**src/rtl/tlvp_pkg.sv**
```systemverilog
// Shared types and codes for the TLV unit stream parser.
package tlvp_pkg;

    // Byte roles reported with every result
    localparam logic [1:0] ROLE_TAG     = 2'd0;
    localparam logic [1:0] ROLE_LENGTH  = 2'd1;
    localparam logic [1:0] ROLE_PAYLOAD = 2'd2;
    localparam logic [1:0] ROLE_IGNORED = 2'd3;

    // Error codes
    localparam logic [2:0] ERR_NONE        = 3'd0;
    localparam logic [2:0] ERR_TAG_LONG    = 3'd1;
    localparam logic [2:0] ERR_TAG_CUT     = 3'd2;
    localparam logic [2:0] ERR_LEN_CUT     = 3'd3;
    localparam logic [2:0] ERR_LEN_NONCANON = 3'd4;
    localparam logic [2:0] ERR_PAY_CUT     = 3'd5;

    localparam int TAG_W = 29;
    localparam int LEN_W = 64;

    // CompactSize prefixes and minimum canonical values
    localparam logic [7:0]       LEN_PREFIX_FIRST = 8'd253;
    localparam logic [LEN_W-1:0] LEN_MIN_16       = 64'd253;
    localparam logic [LEN_W-1:0] LEN_MIN_32       = 64'h0000_0000_0001_0000;
    localparam logic [LEN_W-1:0] LEN_MIN_64       = 64'h0000_0001_0000_0000;

    // Prefix kinds as held after the prefix byte
    localparam logic [1:0] KIND_16 = 2'd1;
    localparam logic [1:0] KIND_32 = 2'd2;

    // Count of tag bytes already taken at which a continued byte is too many
    localparam logic [2:0] TAG_LAST_COUNT = 3'd3;

    typedef struct packed {
        logic [1:0]       role;
        logic [7:0]       payload;
        logic [TAG_W-1:0] tag;
        logic [LEN_W-1:0] length;
        logic             done;
        logic [2:0]       err;
        logic             ok;
    } result_t;

endpackage

```
**src/rtl/tlvp_in_stage.sv**
```systemverilog
// Input register stage of the TLV unit stream parser.
module tlvp_in_stage (
    input  logic       clk,
    input  logic       rst_n,
    input  logic       in_valid,
    output logic       in_stall,
    input  logic [7:0] data_byte,
    input  logic       last_byte,
    input  logic       advance,
    output logic       held_valid,
    output logic [7:0] held_data,
    output logic       held_last
);
    logic       valid_reg;
    logic       valid_next;
    logic [7:0] data_reg;
    logic       last_reg;
    logic       take;

    // Stall only when a byte is held and cannot move on this cycle
    assign in_stall = valid_reg && !advance;
    assign take     = in_valid && !in_stall;

    always_comb
    begin
        valid_next = valid_reg;
        if (take)
        begin
            valid_next = 1'b1;
        end
        else if (advance)
        begin
            valid_next = 1'b0;
        end
    end

    always_ff @(posedge clk or negedge rst_n)
    begin
        if (!rst_n)
        begin
            valid_reg <= 1'b0;
        end
        else
        begin
            valid_reg <= valid_next;
        end
    end

    always_ff @(posedge clk)
    begin
        if (take)
        begin
            data_reg <= data_byte;
            last_reg <= last_byte;
        end
    end

    assign held_valid = valid_reg;
    assign held_data  = data_reg;
    assign held_last  = last_reg;
endmodule

```
**src/rtl/tlvp_parse_core.sv**
```systemverilog
// Parse state and per-byte decode logic of the TLV unit stream parser.
module tlvp_parse_core (
    input  logic             clk,
    input  logic             rst_n,
    input  logic             step,
    input  logic [7:0]       data_byte,
    input  logic             last_byte,
    output tlvp_pkg::result_t res
);
    import tlvp_pkg::*;

    localparam logic [2:0] PH_TAG = 3'd0;
    localparam logic [2:0] PH_LEN = 3'd1;
    localparam logic [2:0] PH_EXT = 3'd2;
    localparam logic [2:0] PH_PAY = 3'd3;
    localparam logic [2:0] PH_ERR = 3'd4;

    logic [2:0]       phase_reg,    phase_next;
    logic [TAG_W-1:0] tag_acc_reg,  tag_acc_next;
    logic [2:0]       tag_cnt_reg,  tag_cnt_next;
    logic [LEN_W-1:0] len_acc_reg,  len_acc_next;
    logic [3:0]       len_left_reg, len_left_next;
    logic [1:0]       len_kind_reg, len_kind_next;
    logic [LEN_W-1:0] pay_left_reg, pay_left_next;
    logic [2:0]       err_reg,      err_next;

    logic [TAG_W-1:0] tag_shift;
    logic [TAG_W-1:0] tag_inc;
    logic [3:0]       len_total;
    logic [3:0]       len_pos;
    logic [LEN_W-1:0] len_merged;
    logic [LEN_W-1:0] len_min;
    logic [2:0]       err;
    logic             done;
    logic             clear_unit;
    logic             restart;

    assign tag_shift = {tag_acc_reg[TAG_W-8:0], data_byte[6:0]};
    assign tag_inc   = tag_shift + {{(TAG_W-1){1'b0}}, 1'b1};

    assign len_total = (len_kind_reg == KIND_16) ? 4'd2 :
                       (len_kind_reg == KIND_32) ? 4'd4 : 4'd8;
    assign len_pos   = len_total - len_left_reg;
    // Little-endian: drop the byte into its lane
    assign len_merged = len_acc_reg |
                        ({{(LEN_W-8){1'b0}}, data_byte} << {len_pos[2:0], 3'b000});
    assign len_min   = (len_kind_reg == KIND_16) ? LEN_MIN_16 :
                       (len_kind_reg == KIND_32) ? LEN_MIN_32 : LEN_MIN_64;

    always_comb
    begin
        phase_next    = phase_reg;
        tag_acc_next  = tag_acc_reg;
        tag_cnt_next  = tag_cnt_reg;
        len_acc_next  = len_acc_reg;
        len_left_next = len_left_reg;
        len_kind_next = len_kind_reg;
        pay_left_next = pay_left_reg;
        err_next      = err_reg;
        res           = '0;
        err           = ERR_NONE;
        done          = 1'b0;
        clear_unit    = 1'b0;
        restart       = 1'b0;

        case (phase_reg)
            PH_TAG:
            begin
                res.role     = ROLE_TAG;
                tag_cnt_next = tag_cnt_reg + 3'd1;
                if (data_byte[7])
                begin
                    tag_acc_next = tag_inc;
                    if (tag_cnt_reg >= TAG_LAST_COUNT)
                    begin
                        err = ERR_TAG_LONG;
                    end
                    else if (last_byte)
                    begin
                        err = ERR_TAG_CUT;
                    end
                end
                else
                begin
                    tag_acc_next = tag_shift;
                    res.tag      = tag_shift;
                    phase_next   = PH_LEN;
                    if (last_byte)
                    begin
                        err = ERR_LEN_CUT;
                    end
                end
            end
            PH_LEN:
            begin
                res.role = ROLE_LENGTH;
                res.tag  = tag_acc_reg;
                if (data_byte < LEN_PREFIX_FIRST)
                begin
                    len_acc_next = {{(LEN_W-8){1'b0}}, data_byte};
                    res.length   = {{(LEN_W-8){1'b0}}, data_byte};
                    if (data_byte == 8'd0)
                    begin
                        done       = 1'b1;
                        clear_unit = 1'b1;
                        phase_next = PH_TAG;
                    end
                    else
                    begin
                        pay_left_next = {{(LEN_W-8){1'b0}}, data_byte};
                        phase_next    = PH_PAY;
                        if (last_byte)
                        begin
                            err = ERR_PAY_CUT;
                        end
                    end
                end
                else
                begin
                    // 253, 254, 255 map to kinds 1, 2, 3 by their low bits
                    len_kind_next = data_byte[1:0];
                    len_left_next = (data_byte[1:0] == KIND_16) ? 4'd2 :
                                    (data_byte[1:0] == KIND_32) ? 4'd4 : 4'd8;
                    len_acc_next  = '0;
                    phase_next    = PH_EXT;
                    if (last_byte)
                    begin
                        err = ERR_LEN_CUT;
                    end
                end
            end
            PH_EXT:
            begin
                res.role      = ROLE_LENGTH;
                res.tag       = tag_acc_reg;
                len_acc_next  = len_merged;
                len_left_next = len_left_reg - 4'd1;
                if (len_left_reg == 4'd1)
                begin
                    if (len_merged < len_min)
                    begin
                        err = ERR_LEN_NONCANON;
                    end
                    else
                    begin
                        res.length    = len_merged;
                        pay_left_next = len_merged;
                        phase_next    = PH_PAY;
                        if (last_byte)
                        begin
                            err = ERR_PAY_CUT;
                        end
                    end
                end
                else if (last_byte)
                begin
                    err = ERR_LEN_CUT;
                end
            end
            PH_PAY:
            begin
                res.role      = ROLE_PAYLOAD;
                res.payload   = data_byte;
                res.tag       = tag_acc_reg;
                res.length    = len_acc_reg;
                pay_left_next = pay_left_reg - {{(LEN_W-1){1'b0}}, 1'b1};
                if (pay_left_reg == {{(LEN_W-1){1'b0}}, 1'b1})
                begin
                    done       = 1'b1;
                    clear_unit = 1'b1;
                    phase_next = PH_TAG;
                end
                else if (last_byte)
                begin
                    err = ERR_PAY_CUT;
                end
            end
            default:
            begin
                res.role = ROLE_IGNORED;
                err      = err_reg;
            end
        endcase

        if (phase_reg == PH_ERR)
        begin
            restart = last_byte;
        end
        else if (err != ERR_NONE)
        begin
            // Drop the unit, then skip bytes until the last one
            res.length = '0;
            done       = 1'b0;
            if (last_byte)
            begin
                restart = 1'b1;
            end
            else
            begin
                clear_unit = 1'b1;
                phase_next = PH_ERR;
                err_next   = err;
            end
        end
        else if (last_byte)
        begin
            res.ok  = done;
            restart = 1'b1;
        end

        res.err  = err;
        res.done = done;

        if (clear_unit || restart)
        begin
            tag_acc_next  = '0;
            tag_cnt_next  = '0;
            len_acc_next  = '0;
            len_left_next = '0;
            len_kind_next = '0;
            pay_left_next = '0;
        end
        if (restart)
        begin
            phase_next = PH_TAG;
            err_next   = ERR_NONE;
        end
    end

    always_ff @(posedge clk or negedge rst_n)
    begin
        if (!rst_n)
        begin
            phase_reg    <= PH_TAG;
            tag_acc_reg  <= '0;
            tag_cnt_reg  <= '0;
            len_acc_reg  <= '0;
            len_left_reg <= '0;
            len_kind_reg <= '0;
            pay_left_reg <= '0;
            err_reg      <= ERR_NONE;
        end
        else if (step)
        begin
            phase_reg    <= phase_next;
            tag_acc_reg  <= tag_acc_next;
            tag_cnt_reg  <= tag_cnt_next;
            len_acc_reg  <= len_acc_next;
            len_left_reg <= len_left_next;
            len_kind_reg <= len_kind_next;
            pay_left_reg <= pay_left_next;
            err_reg      <= err_next;
        end
    end
endmodule

```
**src/rtl/tlvp_out_stage.sv**
```systemverilog
// Result register stage of the TLV unit stream parser.
module tlvp_out_stage (
    input  logic              clk,
    input  logic              rst_n,
    input  logic              load,
    input  tlvp_pkg::result_t res_in,
    input  logic              out_stall,
    output logic              out_valid,
    output logic              ready,
    output tlvp_pkg::result_t res_out
);
    import tlvp_pkg::*;

    logic    valid_reg;
    logic    valid_next;
    result_t res_reg;

    assign ready = !valid_reg || !out_stall;

    always_comb
    begin
        valid_next = valid_reg;
        if (load)
        begin
            valid_next = 1'b1;
        end
        else if (!out_stall)
        begin
            valid_next = 1'b0;
        end
    end

    always_ff @(posedge clk or negedge rst_n)
    begin
        if (!rst_n)
        begin
            valid_reg <= 1'b0;
        end
        else
        begin
            valid_reg <= valid_next;
        end
    end

    always_ff @(posedge clk)
    begin
        if (load)
        begin
            res_reg <= res_in;
        end
    end

    assign out_valid = valid_reg;
    assign res_out   = res_reg;
endmodule

```
**src/rtl/tlv_unit_stream_parser.sv**
```systemverilog
// Top level of the TLV unit stream parser.
//
// Input channel: one content byte per transfer (data_byte, last_byte) under
// in_valid / in_stall. last_byte marks the end of a buffer; the parser then
// starts fresh on the next byte.
// Output channel: one result per input byte under out_valid / out_stall:
// the byte's role, payload byte, unit tag and length, parent flag, unit end,
// error code and, on the last byte, whether the whole buffer was well formed.
// A byte taken into the input register is decoded between the input register
// and the result register and shows on the outputs from the result register.
// Throughput: one byte per cycle while the receiver does not stall; the
// parse state updates as a byte moves from the input to the result register.
// Reset (rst_n low) empties both registers and returns the parser to the
// start of a tag. When the receiver stalls, the result holds, a byte is
// taken into the input register only if it is empty, and in_stall is high
// while that register holds a byte, until the result is taken.
module tlv_unit_stream_parser (
    input  logic        clk,
    input  logic        rst_n,
    input  logic        in_valid,
    output logic        in_stall,
    input  logic [7:0]  data_byte,
    input  logic        last_byte,
    output logic        out_valid,
    input  logic        out_stall,
    output logic [1:0]  byte_role,
    output logic [7:0]  payload_byte,
    output logic [28:0] unit_tag,
    output logic [63:0] unit_length,
    output logic        is_parent,
    output logic        unit_done,
    output logic [2:0]  error_code,
    output logic        content_ok
);
    import tlvp_pkg::*;

    logic       held_valid;
    logic [7:0] held_data;
    logic       held_last;
    logic       out_ready;
    logic       advance;
    result_t    res_comb;
    result_t    res_q;

    assign advance = held_valid && out_ready;

    tlvp_in_stage u_in (
        .clk        (clk),
        .rst_n      (rst_n),
        .in_valid   (in_valid),
        .in_stall   (in_stall),
        .data_byte  (data_byte),
        .last_byte  (last_byte),
        .advance    (advance),
        .held_valid (held_valid),
        .held_data  (held_data),
        .held_last  (held_last)
    );

    tlvp_parse_core u_core (
        .clk       (clk),
        .rst_n     (rst_n),
        .step      (advance),
        .data_byte (held_data),
        .last_byte (held_last),
        .res       (res_comb)
    );

    tlvp_out_stage u_out (
        .clk       (clk),
        .rst_n     (rst_n),
        .load      (advance),
        .res_in    (res_comb),
        .out_stall (out_stall),
        .out_valid (out_valid),
        .ready     (out_ready),
        .res_out   (res_q)
    );

    assign byte_role    = res_q.role;
    assign payload_byte = res_q.payload;
    assign unit_tag     = res_q.tag;
    assign unit_length  = res_q.length;
    assign is_parent    = res_q.tag[0];
    assign unit_done    = res_q.done;
    assign error_code   = res_q.err;
    assign content_ok   = res_q.ok;
endmodule

```
**config.mk**
```make
export PLATFORM = sky130hd
export DESIGN_NAME = tlv_unit_stream_parser
export DESIGN_NICKNAME = d
export VERILOG_FILES = /design/src/rtl/tlvp_pkg.sv /design/src/rtl/tlvp_in_stage.sv /design/src/rtl/tlvp_parse_core.sv /design/src/rtl/tlvp_out_stage.sv /design/src/rtl/tlv_unit_stream_parser.sv
export SDC_FILE = /design/constraint.sdc
export NUM_CORES = 1
export LEC_CHECK = 0
export CAP_MARGIN = 20
export CORE_AREA = 2 2 163 165
export CTS_CLUSTER_SIZE = 14
export DETAILED_ROUTE_END_ITERATION = 16
export DIE_AREA = 0 0 165 167
export DONT_BUFFER_PORTS = 1
export PLACE_DENSITY = 0.79
export SYNTH_ARGS = -nofsm -noshare
export SYNTH_HDL_FRONTEND = slang
export SYNTH_SLANG_ARGS = --single-unit
export TNS_END_PERCENT = 1
```
**constraint.sdc**
```tcl
create_clock -name clk -period 10.4 [get_ports clk]
set_input_delay 0.52 -clock clk [delete_from_list [all_inputs] [get_ports clk]]
set_output_delay 0.52 -clock clk [all_outputs]
set_load 0.01 [all_outputs]
```
### Word level (Yosys, flattened, before mapping)

Cells that the tools add are included.

| storage, ports and cells | value |
|---|---|
| logic and storage cells | 151 |
| flip-flop bits (word level) | 291 |
| output and inout bits | 111 |

| operators by class | value |
|---|---|
| magnitude comparators | 3 |
| shift-type cells | 1 |
| eq/ne operators | 19 |
| multiplexer cells | 75 |
| bitwise logic cells | 2 |
| reductions and logical operators | 27 |
| add/sub/neg operators | 5 |

Operators with widths:

| operator | number |
|---|---|
| $mux 64 | 11 |
| $pmux 64 s3 | 2 |
| $pmux 64 s2 | 1 |
| $mux 29 | 4 |
| $mux 3 | 24 |
| $eq 64x1->1 const B | 1 |
| $lt 64x64->1 | 1 |
| $or 64x64->64 | 1 |
| $shl 8x6->64 | 1 |
| $sub 64x1->64 const B | 1 |
| $pmux 29 s2 | 1 |
| $mux 33 | 1 |
| $add 29x1->29 const B | 1 |
| $pmux 3 s4 | 2 |
| $mux 4 | 4 |
| $mux 1 | 14 |
| $mux 2 | 7 |
| $ne 3x3->1 const B | 3 |
| $logic_not 8->1 | 1 |
| $lt 8x8->1 const B | 1 |
| $mux 8 | 1 |
| $pmux 4 s2 | 1 |
| $reduce_bool 2->1 | 4 |
| $eq 3x2->1 const B | 2 |
| other kinds (27) | 42 |

### Longest topological paths before layout

Gate-level depths: netlist (run 1).

| logic depth | value |
|---|---|
| depth in word-level cells | 16 |
| gate-level depth with buffers | 23 |
| gate-level depth less buffers | 19 |

### By module

A second synthesis (run 1) with hierarchy kept.

| second synthesis, totals | value |
|---|---|
| cell total of the unflattened synthesis | 1641 |
| area, all modules | 15633.7 um^2 |

By module, submodules not included:

| module | area each (um^2) | seq. area each (um^2) | instances | cells each |
|---|---|---|---|---|
| tlvp_parse_core | 12012.8 | 4304.1 | 1 | 1514 |
| tlvp_out_stage | 3279.4 | 3268.1 | 1 | 111 |
| tlvp_in_stage | 327.8 | 295.3 | 1 | 14 |
| tlv_unit_stream_parser | 13.8 | 0.0 | 1 | 2 |

### Least setup slack after synthesis (run 1)

OpenSTA, ideal clock, no wires.

| timing path | value |
|---|---|
| kind | register to register |
| start | register u_core.len_kind_reg[0] |
| end | register u_out.res_reg, in the netlist u_out.res_out[21] (data pin) |
| period minus slack after synthesis | 4.929 ns |
| path buffers | 3 |
| arrival | 4.664 ns |
| setup time | 0.266 ns |
| data required time | 10.134 ns |
| setup slack | 5.471 ns |
| stages on the path, launching flop included | 21 |
| cells stage by stage | dfrtp_1 ha_1 xnor2_1 ha_1 clkbuf_1 or2_2 a21oi_1 a21o_1 ha_1 nor2b_1 a2111oi_0 nand3_1 a221o_1 o21ai_0 a31oi_1 o21a_1 or2_2 clkbuf_1 clkbuf_1 a22oi_1 nor2_1 |

RTL lines:

| item | RTL line | text |
|---|---|---|
| from (decl) | tlvp_parse_core.sv:23 | `logic [1:0] len_kind_reg, len_kind_next;` |
| from (signal assigned) | tlvp_parse_core.sv:250 | `len_kind_reg <= len_kind_next;` |
| to (signal assigned) | tlvp_out_stage.sv:49 | `res_reg <= res_in;` |
| to (decl) | tlvp_out_stage.sv:16 | `result_t res_reg;` |

### Worst setup path after layout (run 1)

| timing path | value |
|---|---|
| start | register u_core.len_left_reg[0] |
| end | register u_core.len_acc_reg[33] |

| between the ends | value |
|---|---|
| cells in the longest elaborated chain, start to end | 13 |
| elaborated cells on any way between the ends | 16 |
| classes of those cells | 1 x add/sub; 1 x order compare; 1 x eq/ne; 1 x shift; 7 x mux; 1 x bitwise; 4 x reduce/logical |

RTL lines:

| item | RTL line | text |
|---|---|---|
| from (decl) | tlvp_parse_core.sv:22 | `logic [3:0] len_left_reg, len_left_next;` |
| from (signal assigned) | tlvp_parse_core.sv:249 | `len_left_reg <= len_left_next;` |
| $sub 3x3->3 | tlvp_parse_core.sv:43 | `assign len_pos = len_total - len_left_reg;` |
| $shl 8x6->64 | tlvp_parse_core.sv:46 | `({{(LEN_W-8){1'b0}}, data_byte} << {len_pos[2:0], 3'b000});` |
| $or 64x64->64 | tlvp_parse_core.sv:45 | `assign len_merged = len_acc_reg \|` |
| $lt 64x64->1 | tlvp_parse_core.sv:140 | `if (len_merged < len_min)` |
| $mux 3 | tlvp_parse_core.sv:140 |  |
| $mux 3 | tlvp_parse_core.sv:138 | `if (len_left_reg == 4'd1)` |
| $pmux 3 s4 | tlvp_parse_core.sv:66 | `case (phase_reg)` |
| $reduce_bool 3->1 | tlvp_parse_core.sv:189 | `else if (err != ERR_NONE)` |
| $mux 1 | tlvp_parse_core.sv:189 |  |
| $mux 1 | tlvp_parse_core.sv:185 | `if (phase_reg == PH_ERR)` |
| $logic_or 1x1->1 | tlvp_parse_core.sv:214 | `if (clear_unit \|\| restart)` |
| $reduce_bool 3->1 (no source line) | n/a |  |
| $reduce_and 2->1 (no source line) | n/a |  |
| to (signal assigned) | tlvp_parse_core.sv:248 | `len_acc_reg <= len_acc_next;` |
| to (decl) | tlvp_parse_core.sv:21 | `logic [LEN_W-1:0] len_acc_reg, len_acc_next;` |

Several ways; a longest one is shown, not always the timed one.
A chain may end at the register's enable or synchronous reset.

==> run metrics, run 1 <==
status finished with violations; failing checks hold timing; port bufs 0; count leader, synth nor2_1; Synth area leaders dfrtp_1, edfxtp_1, nor2_1, a22o_1, nand2_1; Avg WL per Cell roughly 24 µm; Vias about 13000; CP Launch Type flop; Psw between 1.5 and 2 mW; minimum clock period 6.259 ns; row cnt 59; Post-synth EDFFs approximately 120; iteration count of the initial detailed-routing pass 6; Worst-path clk slew about 0.06 ns; Setup-failing EPs final 0; WP data arrival approximately 6.7 ns; Initial DRC Count between 2000 and 2500; critical path data required time between 10 and 15 ns; largest net degree at the start of global routing approximately 180; Placer Congestion between 0.9 and 1; syn_nets ~1600; Post-Syn Instances roughly 1600; Initial Utilization 59.97%; first-pass GRT wire length between 70000 and 80000 µm; max reg flops between 100 and 150; pwr dens ~260 mW/mm²; top cells by count, synth nor2_1, dfrtp_1, nand2_1; TritonCTS clock tree done; Seq/Total Area, Yosys 50.92%; share of cells above drive strength 1 under 10%; Post-DRT Antenna Nets 0; WP buf/inv 3; CP max-delay cell dfrtp_1; leakage dissipation ~6.6 nW; Post-Route WL between 40000 and 50000 µm; crit-path cells inv_1 -> ha_1 -> or2_2 -> a21oi_1 -> a21o_1 -> ha_1 -> nor2b_1 -> a2111oi_0 -> nand3_1 -> a221o_1 -> o21ai_0 -> nand3_1 -> and3_1 -> a21oi_4 -> buf_4 -> and2_1 -> buf_4 -> nor2_1; CTS buffer count 30; GRT Total Usage about a third; Cell variety after synth slightly above 80; register area 0.007868 mm²; GR peak layer met1; design area between 0.015 and 0.02 mm²; Setup Buffers After CTS 0; multi-input logic area between 0.006 and 0.007 mm²; GRT overflow 0; delay-heaviest family, CP compound AO/OA/AOI/OAI gates; P_int between 2 and 3 mW; Tcrit/Tclk final between 60% and 70%; Ys Warns 0; vias in the first global route about 12000; RSZ-0062 raised after global routing false; syn avg cell area just under 10 µm²; Final Max Tran Viols 0; Seq pwr share approximately a third; critical path fanouts, max 69; vias per cell about 7.1; combinational share of power a little under two fifths; GR met1 Demand/Resource between 40% and 50%; Critical Path Sink Type flop; Final Power around 4.4 mW; antenna violations before repair 0; DRC 0; register bit total from synthesis between 200 and 300; H-tree Lvls 1; post-synth top area share 28.18%; Die X between 150 and 200 µm; mapped cell area approximately 0.015 mm²; hold_ws -0.1111 ns; Max-Cap Viols 0; setup TNS 0 ns; worst-skew pair later-pin latency between 0.5 and 0.6 ns; Slew Limit Headroom about a third; clk_skew about 0.01 ns; clock root buffer clkbuf_16; Final #Nets 1567; Peak VDD IR roughly 0.00019 V; post-synthesis async set-or-reset flop share between 50 and 60%; Core Region around 0.026 mm²; Placed Area between 0.015 and 0.02 mm²; die area 0.02756 mm²; Final Hold Viols 14; WS Path Type reg2reg; # fillers 1993; Clock Sinks around 290; Die Y around 170 µm; clock share of power between 20% and 30%; Clock Path Buffers 3; switch share between 40 and 50%; P&R area growth vs syn 8.260%; area leader, netlist dfrtp_1; Worst Tran Pin Value just under 1 ns; number of diodes 0; fmax around 160 MHz; Synth Flop Type dfrtp_1; GR Layer Usage met3 about 7.9%; Worst Hold Class in2async; met2 Resource Use GR a little under half; DPL Wire Length between 20000 and 30000 µm; slowest stage delay, CP 0.61 ns; # IOs 124
==> final cells by class <==
| class | count | share of cell area [%] |
|---|---|---|
| clock buffers | 36 | 4.989 |
| clock inverters | 20 | 1.586 |
| inverters | 35 | 0.8004 |
| multi-input cells | 1143 | 41.24 |
| flip-flops and latches | 291 | 47.03 |
| well taps | 335 | 2.506 |
| repair buffers | 32 | 1.840 |
==> cell usage in the layout (no fill, tap or decap), types with 19 or more instances in the layout <==
cell type	instances
buf_4	27
a32oi_1	51
nor4_1	26
o21ai_0	100
nor3_1	41
nand2_1	149
inv_1	34
a21oi_1	88
or3_1	19
a22o_1	71
o22ai_1	33
dfrtp_1	174
clkbuf_16	31
edfxtp_1	117
xor2_1	23
nand3_1	32
ha_1	21
nor2_1	189
a31oi_1	55
o21ai_1	19
==> power groups by stage <==
stage | Combinational [mW] | Clock [mW] | Sequential [mW]
final | 1.68 | 1.18 | 1.54
after CTS | 1.62 | 1.19 | 1.53
after global routing | 1.82 | 1.24 | 1.55
after global placement | 1.57 | 0 | 1.54
after detailed placement | 1.60 | 0 | 1.55
after floorplan | 1.23 | 0 | 1.47
==> routing by layer <==
metal / part of all wire [%] / vias up
met5: 0 / -
met4: 2.6 / 0
met3: 13 / 111
met2: 43 / 975
met1: 41 / 6449
li1: - / 5891
==> worst paths after layout <==
path | start | to | slack (ns) | cells after the start
max reg2reg | u_core.len_left_reg[0] | u_core.len_acc_reg[33] | 4.14 | 18
min in group clk | data_byte[7] | u_in.held_data[7] | 0.06 | 0
max | u_core.len_left_reg[0] | u_core.len_acc_reg[33] | 4.14 | 18
min reg2reg | u_core.err_reg[1] | u_core.err_reg[1] | 0.49 | 1
max in group asynchronous | rst_n | u_core.pay_left_reg[3] | 9.68 | 1
min | rst_n | u_core.tag_cnt_reg[0] | -0.11 | 1
==> metrics by stage <==
| step | util (%) | std cells | setup WS (ns) | hold slack (ns) |
|---|---|---|---|---|
| after floorplan | - | 1608 | 5.471 | 0.2244 |
| after global placement | 60.22 | 1830 | 4.462 | 0.2329 |
| after detailed placement | 60.39 | 1832 | 4.296 | 0.2332 |
| after CTS | 64.76 | 1889 | 4.275 | 0.04426 |
| after global routing | 64.93 | 1892 | 3.639 | 0.03917 |
| final | 64.93 | 1892 | 4.141 | -0.1111 |
==> logic make-up after synthesis <==
group | Yosys count | share of synthesized area (%)
xor gates and xnor gates | 35 | 2.033
adders and majority gates | 21 | 1.701
and+or+nand+nor | 558 | 17.05
buffers and inverters | 174 | 4.656
muxes | 8 | 0.5749
AOI/OAI and AO/OA | 521 | 23.07
DFF | 291 | 50.92
==> timing repair <==
item | 4_1_cts | 5_1_grt
endpoints found under the setup margin | 0 | 0
resized for setup | 0 | 0
hold buffers | 1 | 0
endpoints found under the hold margin | 174 | 0
(Power assumes the default switching activity.)
==> inputs of run 2 (changes only) <==
Settings changed: CORE_AREA 2 2 163 165 to 2 2 167 169, DIE_AREA 0 0 165 167 to 0 0 169 171, PLACE_DENSITY 0.79 to 0.78.
Clock period 10.4 ns to 5.1 ns, I/O delays scaled along.
==> run metrics, run 2 (same netlist as run 1, synthesis figures left out) <==
pwr dens 545.3 mW/mm² (+110%); vias in the first global route 12249 (-1.6%); Tcrit/Tclk final 98.06% (+38 points); register area 0.007868 mm² (unchanged); row cnt 61 (+3.4%); clk_skew 0.01966 ns (+0.009424 ns); Post-DRT Antenna Nets 0 (unchanged); Peak VDD IR 0.0003058 V (+64%); port bufs 0 (unchanged); TritonCTS clock tree done; Setup-failing EPs final 0 (unchanged); Worst Hold Class in2reg; DPL Wire Length 28960 µm (+0.77%); critical path fanouts, max 22 (-68%); Die Y 171 µm (+2.4%); WP data arrival 5.46 ns (-1.23 ns); Max-Cap Viols 0 (unchanged); Worst-path clk slew 0.07 ns (about the same); CP Launch Type flop; H-tree Lvls 1 (unchanged); minimum clock period 5.001 ns (-1.258 ns); Placer Congestion 1.062 (+6.4%); hold_ws 0.1555 ns (+0.2667 ns); status completed; Final #Nets 1613 (+2.9%); first-pass GRT wire length 69410 µm (-2.0%); multi-input logic area 0.006968 mm² (+1.0%); setup slack, reg-to-reg 0.1 ns (-4.04 ns); Die X 169 µm (+2.4%); setup TNS 0 ns (unchanged); Post-Route WL 45610 µm (+0.62%); Vias 13602 (+1.3%); leakage dissipation 6.916 nW (+4.3%); Final Max Tran Viols 0 (unchanged); Worst Tran Pin Value 0.9977 ns (+0.005240 ns); most frequent cells in the layout nor2_1, dfrtp_1, nand2_1; worst-skew pair later-pin latency 0.57 ns (about the same); commonest non-fill, non-tap cell in the layout nor2_1; largest net degree at the start of global routing 175 (unchanged); critical path data required time 5.56 ns (-5.27 ns); # IOs 124 (unchanged); P&R area growth vs syn 12.45%; max reg flops 108 (unchanged); Final Hold Viols 0 (-14); vias per cell 6.979 (-1.7%); die area 0.02890 mm² (+4.9%); GRT overflow 0 (unchanged); Core Region 0.02732 mm² (+6.1%); iteration count of the initial detailed-routing pass 6 (unchanged); Initial DRC Count 2124 (+0.28%); share of cells above drive strength 1 10.11% (+2.2 points); Critical Path Sink Type flop; antenna violations before repair 0 (unchanged); Clock Sinks 291 (unchanged); WS Path Type reg2reg; Avg WL per Cell 23.40 µm (-2.3%); # fillers 2126 (+6.7%); Slew Limit Headroom 33.48% (-0.35 points); GRT Total Usage 30.52% (-2.1 points); Initial Utilization 56.55% (-3.4 points); number of diodes 0 (unchanged); clock root buffer clkbuf_16; Clock Path Buffers 3 (unchanged); worst r2r path cells 23 (+5); DRC 0 (unchanged); fmax 200.0 MHz (+25%); Worst Hold Depth 1; CTS buffer count 30 (unchanged)
## run 2: cell count changes in the layout (fill, tap and decap cells not counted), moves of 5 or more
cell / delta
buf_4: +19
dlygate4sd3_1: +13
buf_12: +8
o21ai_0: -6
clkbuf_1: +5
o21ai_1: +5
## run 2: area by class of cell
cell class | instances | area share, %
clock buffers | 37 | 4.595
clock inverters | 19 | 1.937
flip-flops and latches | 291 | 45.28
repair buffers | 78 | 4.818
well taps | 346 | 2.492
multi-input cells | 1143 | 40.11
inverters | 35 | 0.7706
## run 2: metrics by stage
step / setup WS, ns / area, µm² / util [%] / instances / total power, mW
floorplan: 0.1705 / 15450 / - / 1608 / 5.502
global route: -0.04554 / 17370 / 63.59 / 1949 / 9.894
CTS: -0.01108 / 17110 / 62.62 / 1934 / 9.107
detailed placement: -0.06352 / 15800 / 57.83 / 1864 / 6.568
global placement: -0.03304 / 15790 / 57.80 / 1863 / 6.527
finish: 0.09918 / 17370 / 63.59 / 1949 / 9.474
## run 2: what timing repair did
item / CTS / global route
endpoints found under the setup margin: 70 / 235
gates cloned: 0 / 4
pin swaps: 0 / 8
gates resized for setup: 3 / 26
setup buffers: 0 / 10
hold buffers: 14 / 0
endpoints found under the hold margin: 185 / 0
## run 2: critical path: stages (launching register included)
cell       delay [ns]
dfrtp_1          0.39
inv_1            0.10
ha_4             0.17
xnor2_1          0.15
ha_2             0.20
buf_4            0.14
o21ai_0          0.12
buf_4            0.17
nand2_2          0.10
nor2_1           0.08
a21o_1           0.19
ha_1             0.23
nor4_2           0.24
nand4_1          0.21
a221o_1          0.40
or2_4            0.30
or4_4            0.53
o21ai_4          0.17
buf_4            0.18
buf_4            0.13
a31oi_4          0.08
buf_12           0.19
clkbuf_16        0.18
a22o_1           0.21
## run 2: power by group
part	total, mW	switching (mW)	internal [mW]	leakage [nW]
registers	3.13	0.394	2.74	3.57
clock network	2.49	0.923	1.57	0.540
logic	3.85	2.54	1.31	2.80
## run 2: routing by layer
layer / vias to the layer above / wire length, µm / share of wire (%) / track usage [%]
li1: 5975 / - / - / -
met1: 6501 / 18750 / 41 / 44.13
met2: 982 / 19430 / 43 / 44.67
met3: 144 / 5694 / 12 / 7.634
met4: 0 / 1734 / 3.8 / 11.04
met5: - / 0 / 0 / 0
## run 2: path summary, 6_finish.rpt
check / end / startpoint
setup / recovery: u_core.pay_left_reg[49] / u_core.len_kind_reg[1]
max in group asynchronous: u_core.len_acc_reg[4] / rst_n
min in group asynchronous: u_core.phase_reg[0] / rst_n
setup reg to reg: u_core.pay_left_reg[49] / u_core.len_kind_reg[1]
hold reg to reg: u_core.tag_acc_reg[23] / u_core.tag_acc_reg[23]
hold / removal: u_in.held_data[0] / in_valid
==> inputs of run 3 (changes only) <==
Settings changed: CORE_AREA 2 2 167 169 to 2 2 163 165, DIE_AREA 0 0 169 171 to 0 0 165 167, PLACE_DENSITY 0.78 to 0.79.
Clock period 5.1 ns to 6.05 ns, I/O delays scaled along.
==> run metrics, run 3 (same netlist as run 1, synthesis figures left out) <==
Post-Route WL 45630 µm (about the same); share of cells above drive strength 1 7.795% (-2.3 points); Setup-failing EPs final 0 (unchanged); Psw 3.185 mW (-18%); minimum clock period 5.629 ns (+0.6286 ns); RSZ-0062 raised after global routing false; worst r2r path cells 18 (-22%); P_int 4.409 mW (-21%); WHS Endpoint u_in.held_data[0]; Peak VDD IR 0.0002678 V (-12%); Max-Cap Viols 0 (unchanged); setup slack, reg-to-reg 0.42 ns (+0.32 ns); Post-DRT Antenna Nets 0 (unchanged); first-pass GRT wire length 70670 µm (+1.8%); Critical Path Sink Type flop; Worst Hold Depth 1 (unchanged); hold wc startpoint in_valid; P&R area growth vs syn 9.264%; Worst-path clk slew 0.06 ns (about the same); Final Hold Viols 0 (unchanged); Worst Tran Pin Value 1.046 ns (+0.04833 ns); DPL Wire Length 29560 µm (+2.1%); DRC 0 (unchanged); CP Launch Type flop; die area 0.02756 mm² (-4.7%); Placer Congestion 0.9826 (-7.4%); vias in the first global route 12436 (+1.5%); Worst Hold Class in2reg; Final WS setup 0.4205 ns (+0.3214 ns); Avg WL per Cell 23.85 µm (+1.9%); Tcrit/Tclk final 93.05% (-5.0 points); leakage dissipation 6.704 nW (-3.1%); post-place setup slack 0.4518 ns (+0.5153 ns); Die Y 167 µm (-2.3%); Clock Path Buffers 3 (unchanged); r2r endpoint u_core.len_acc_reg[19]; Initial DRC Count 2373 (+12%); Final #Nets 1588 (-1.5%); clk_skew 0.02036 ns (+0.0007009 ns); Core Region 0.02576 mm² (-5.7%); antenna violations before repair 0 (unchanged); Clock Sinks 291 (unchanged); iteration count of the initial detailed-routing pass 8 (+2); Final Max Tran Viols 0 (unchanged); critical path data required time 6.53 ns (+0.97 ns); H-tree Lvls 1 (unchanged); r2r startpoint u_core.len_left_reg[0]; Core Util, Final 65.53% (+1.9 points); combinational share of power 39.4% (-1.3 points); switch share 41.94% (+1.2 points); WP data arrival 6.11 ns (+0.65 ns); Slew Limit Headroom 29.52% (-4.0 points); Die X 165 µm (-2.4%); GRT overflow 0 (unchanged); TritonCTS clock tree done; setup TNS 0 ns (unchanged); commonest non-fill, non-tap cell in the layout nor2_1; status completed; clock share of power 25.8% (-0.5 points); Final Power 7.595 mW (-20%); # IOs 124 (unchanged); WS Path Type reg2reg; largest net degree at the start of global routing 175 (unchanged); fmax 177.6 MHz (-11%); Vias 13569 (-0.24%); Initial Utilization 59.97% (+3.4 points); # fillers 1975 (-7.1%); worst-skew pair later-pin latency 0.57 ns (about the same); Seq pwr share 34.8% (+1.7 points); vias per cell 7.093 (+1.6%); critical path fanouts, max 23 (+4.5%); max reg flops 108 (unchanged); port bufs 0 (unchanged); row cnt 59 (-3.3%); number of diodes 0 (unchanged); pwr dens 449.9 mW/mm² (-17%); clock root buffer clkbuf_16; CTS buffer count 31 (+3.3%); most frequent cells in the layout nor2_1, dfrtp_1, nand2_1; GRT Total Usage 32.68% (+2.2 points)
## run 3: what timing repair did
item                       CTS  global route
setup endpoints to repair    0             1
setup buffers                0             3
hold endpoints to repair   185             0
hold buffers                14             0
gates resized for setup      0             0
## run 3: final cells by class
| type | count | area (µm²) | share of cell area (%) |
|---|---|---|---|
| timing repair buffer | 52 | 518.0 | 3.068 |
| multi-input combinational | 1143 | 6899 | 40.87 |
| tap | 335 | 419.2 | 2.483 |
| inverter | 35 | 133.9 | 0.7930 |
| clock inverter | 18 | 219.0 | 1.297 |
| clock buffer | 39 | 825.8 | 4.891 |
| sequential | 291 | 7868 | 46.60 |
## run 3: worst max path at each step
stage	from	slack, ns	cells after the start	to
floorplan	u_core.len_kind_reg[0]	1.12	20	u_out.res_out[28]
CTS	u_core.len_left_reg[0]	0.42	18	u_core.pay_left_reg[17]
global route	u_core.len_left_reg[0]	0.07	17	u_core.pay_left_reg[50]
global placement	u_core.len_kind_reg[0]	0.61	19	u_core.len_acc_reg[14]
finish	u_core.len_left_reg[0]	0.42	18	u_core.len_acc_reg[19]
detailed placement	u_core.len_left_reg[0]	0.45	18	u_core.pay_left_reg[17]
## run 3: worst max-delay path, cell delays in order, from the launching register on
cell     delay [ns]
dfrtp_1        0.62
inv_1          0.20
ha_1           0.33
or3_1          0.45
nand2_1        0.22
nor2_1         0.09
buf_4          0.23
a21o_1         0.22
ha_1           0.21
nor4_1         0.17
nand4_1        0.17
a221o_1        0.38
or2_1          0.33
or4_4          0.56
o21ai_4        0.36
a21oi_4        0.16
and2_1         0.43
buf_4          0.30
nor2_1         0.12
## run 3: stage by stage
step	cell area, µm²	hold slack [ns]	std cells
detailed placement	15640	0.01577	1838
global placement	15640	0.01614	1838
CTS	16840	0.2095	1909
global route	16880	0.2467	1913
finish	16880	0.2213	1913
floorplan	15450	0.006909	1608
## run 3: power groups by stage
| stage | clock, mW | combinational, mW | sequential [mW] |
|---|---|---|---|
| after floorplan | 0 | 2.11 | 2.53 |
| after global placement | 0 | 2.78 | 2.65 |
| after detailed placement | 0 | 2.84 | 2.67 |
| after CTS | 1.97 | 2.88 | 2.63 |
| after global routing | 2.06 | 3.23 | 2.67 |
| final | 1.96 | 2.99 | 2.65 |
## run 3: routing by layer
layer,vias up,global-route usage [%],part of all wire (%)
li1,5932,-,-
met1,6609,49.90,41
met2,953,46.07,44
met3,75,8.792,13
met4,0,8.469,2.2
met5,-,0,0
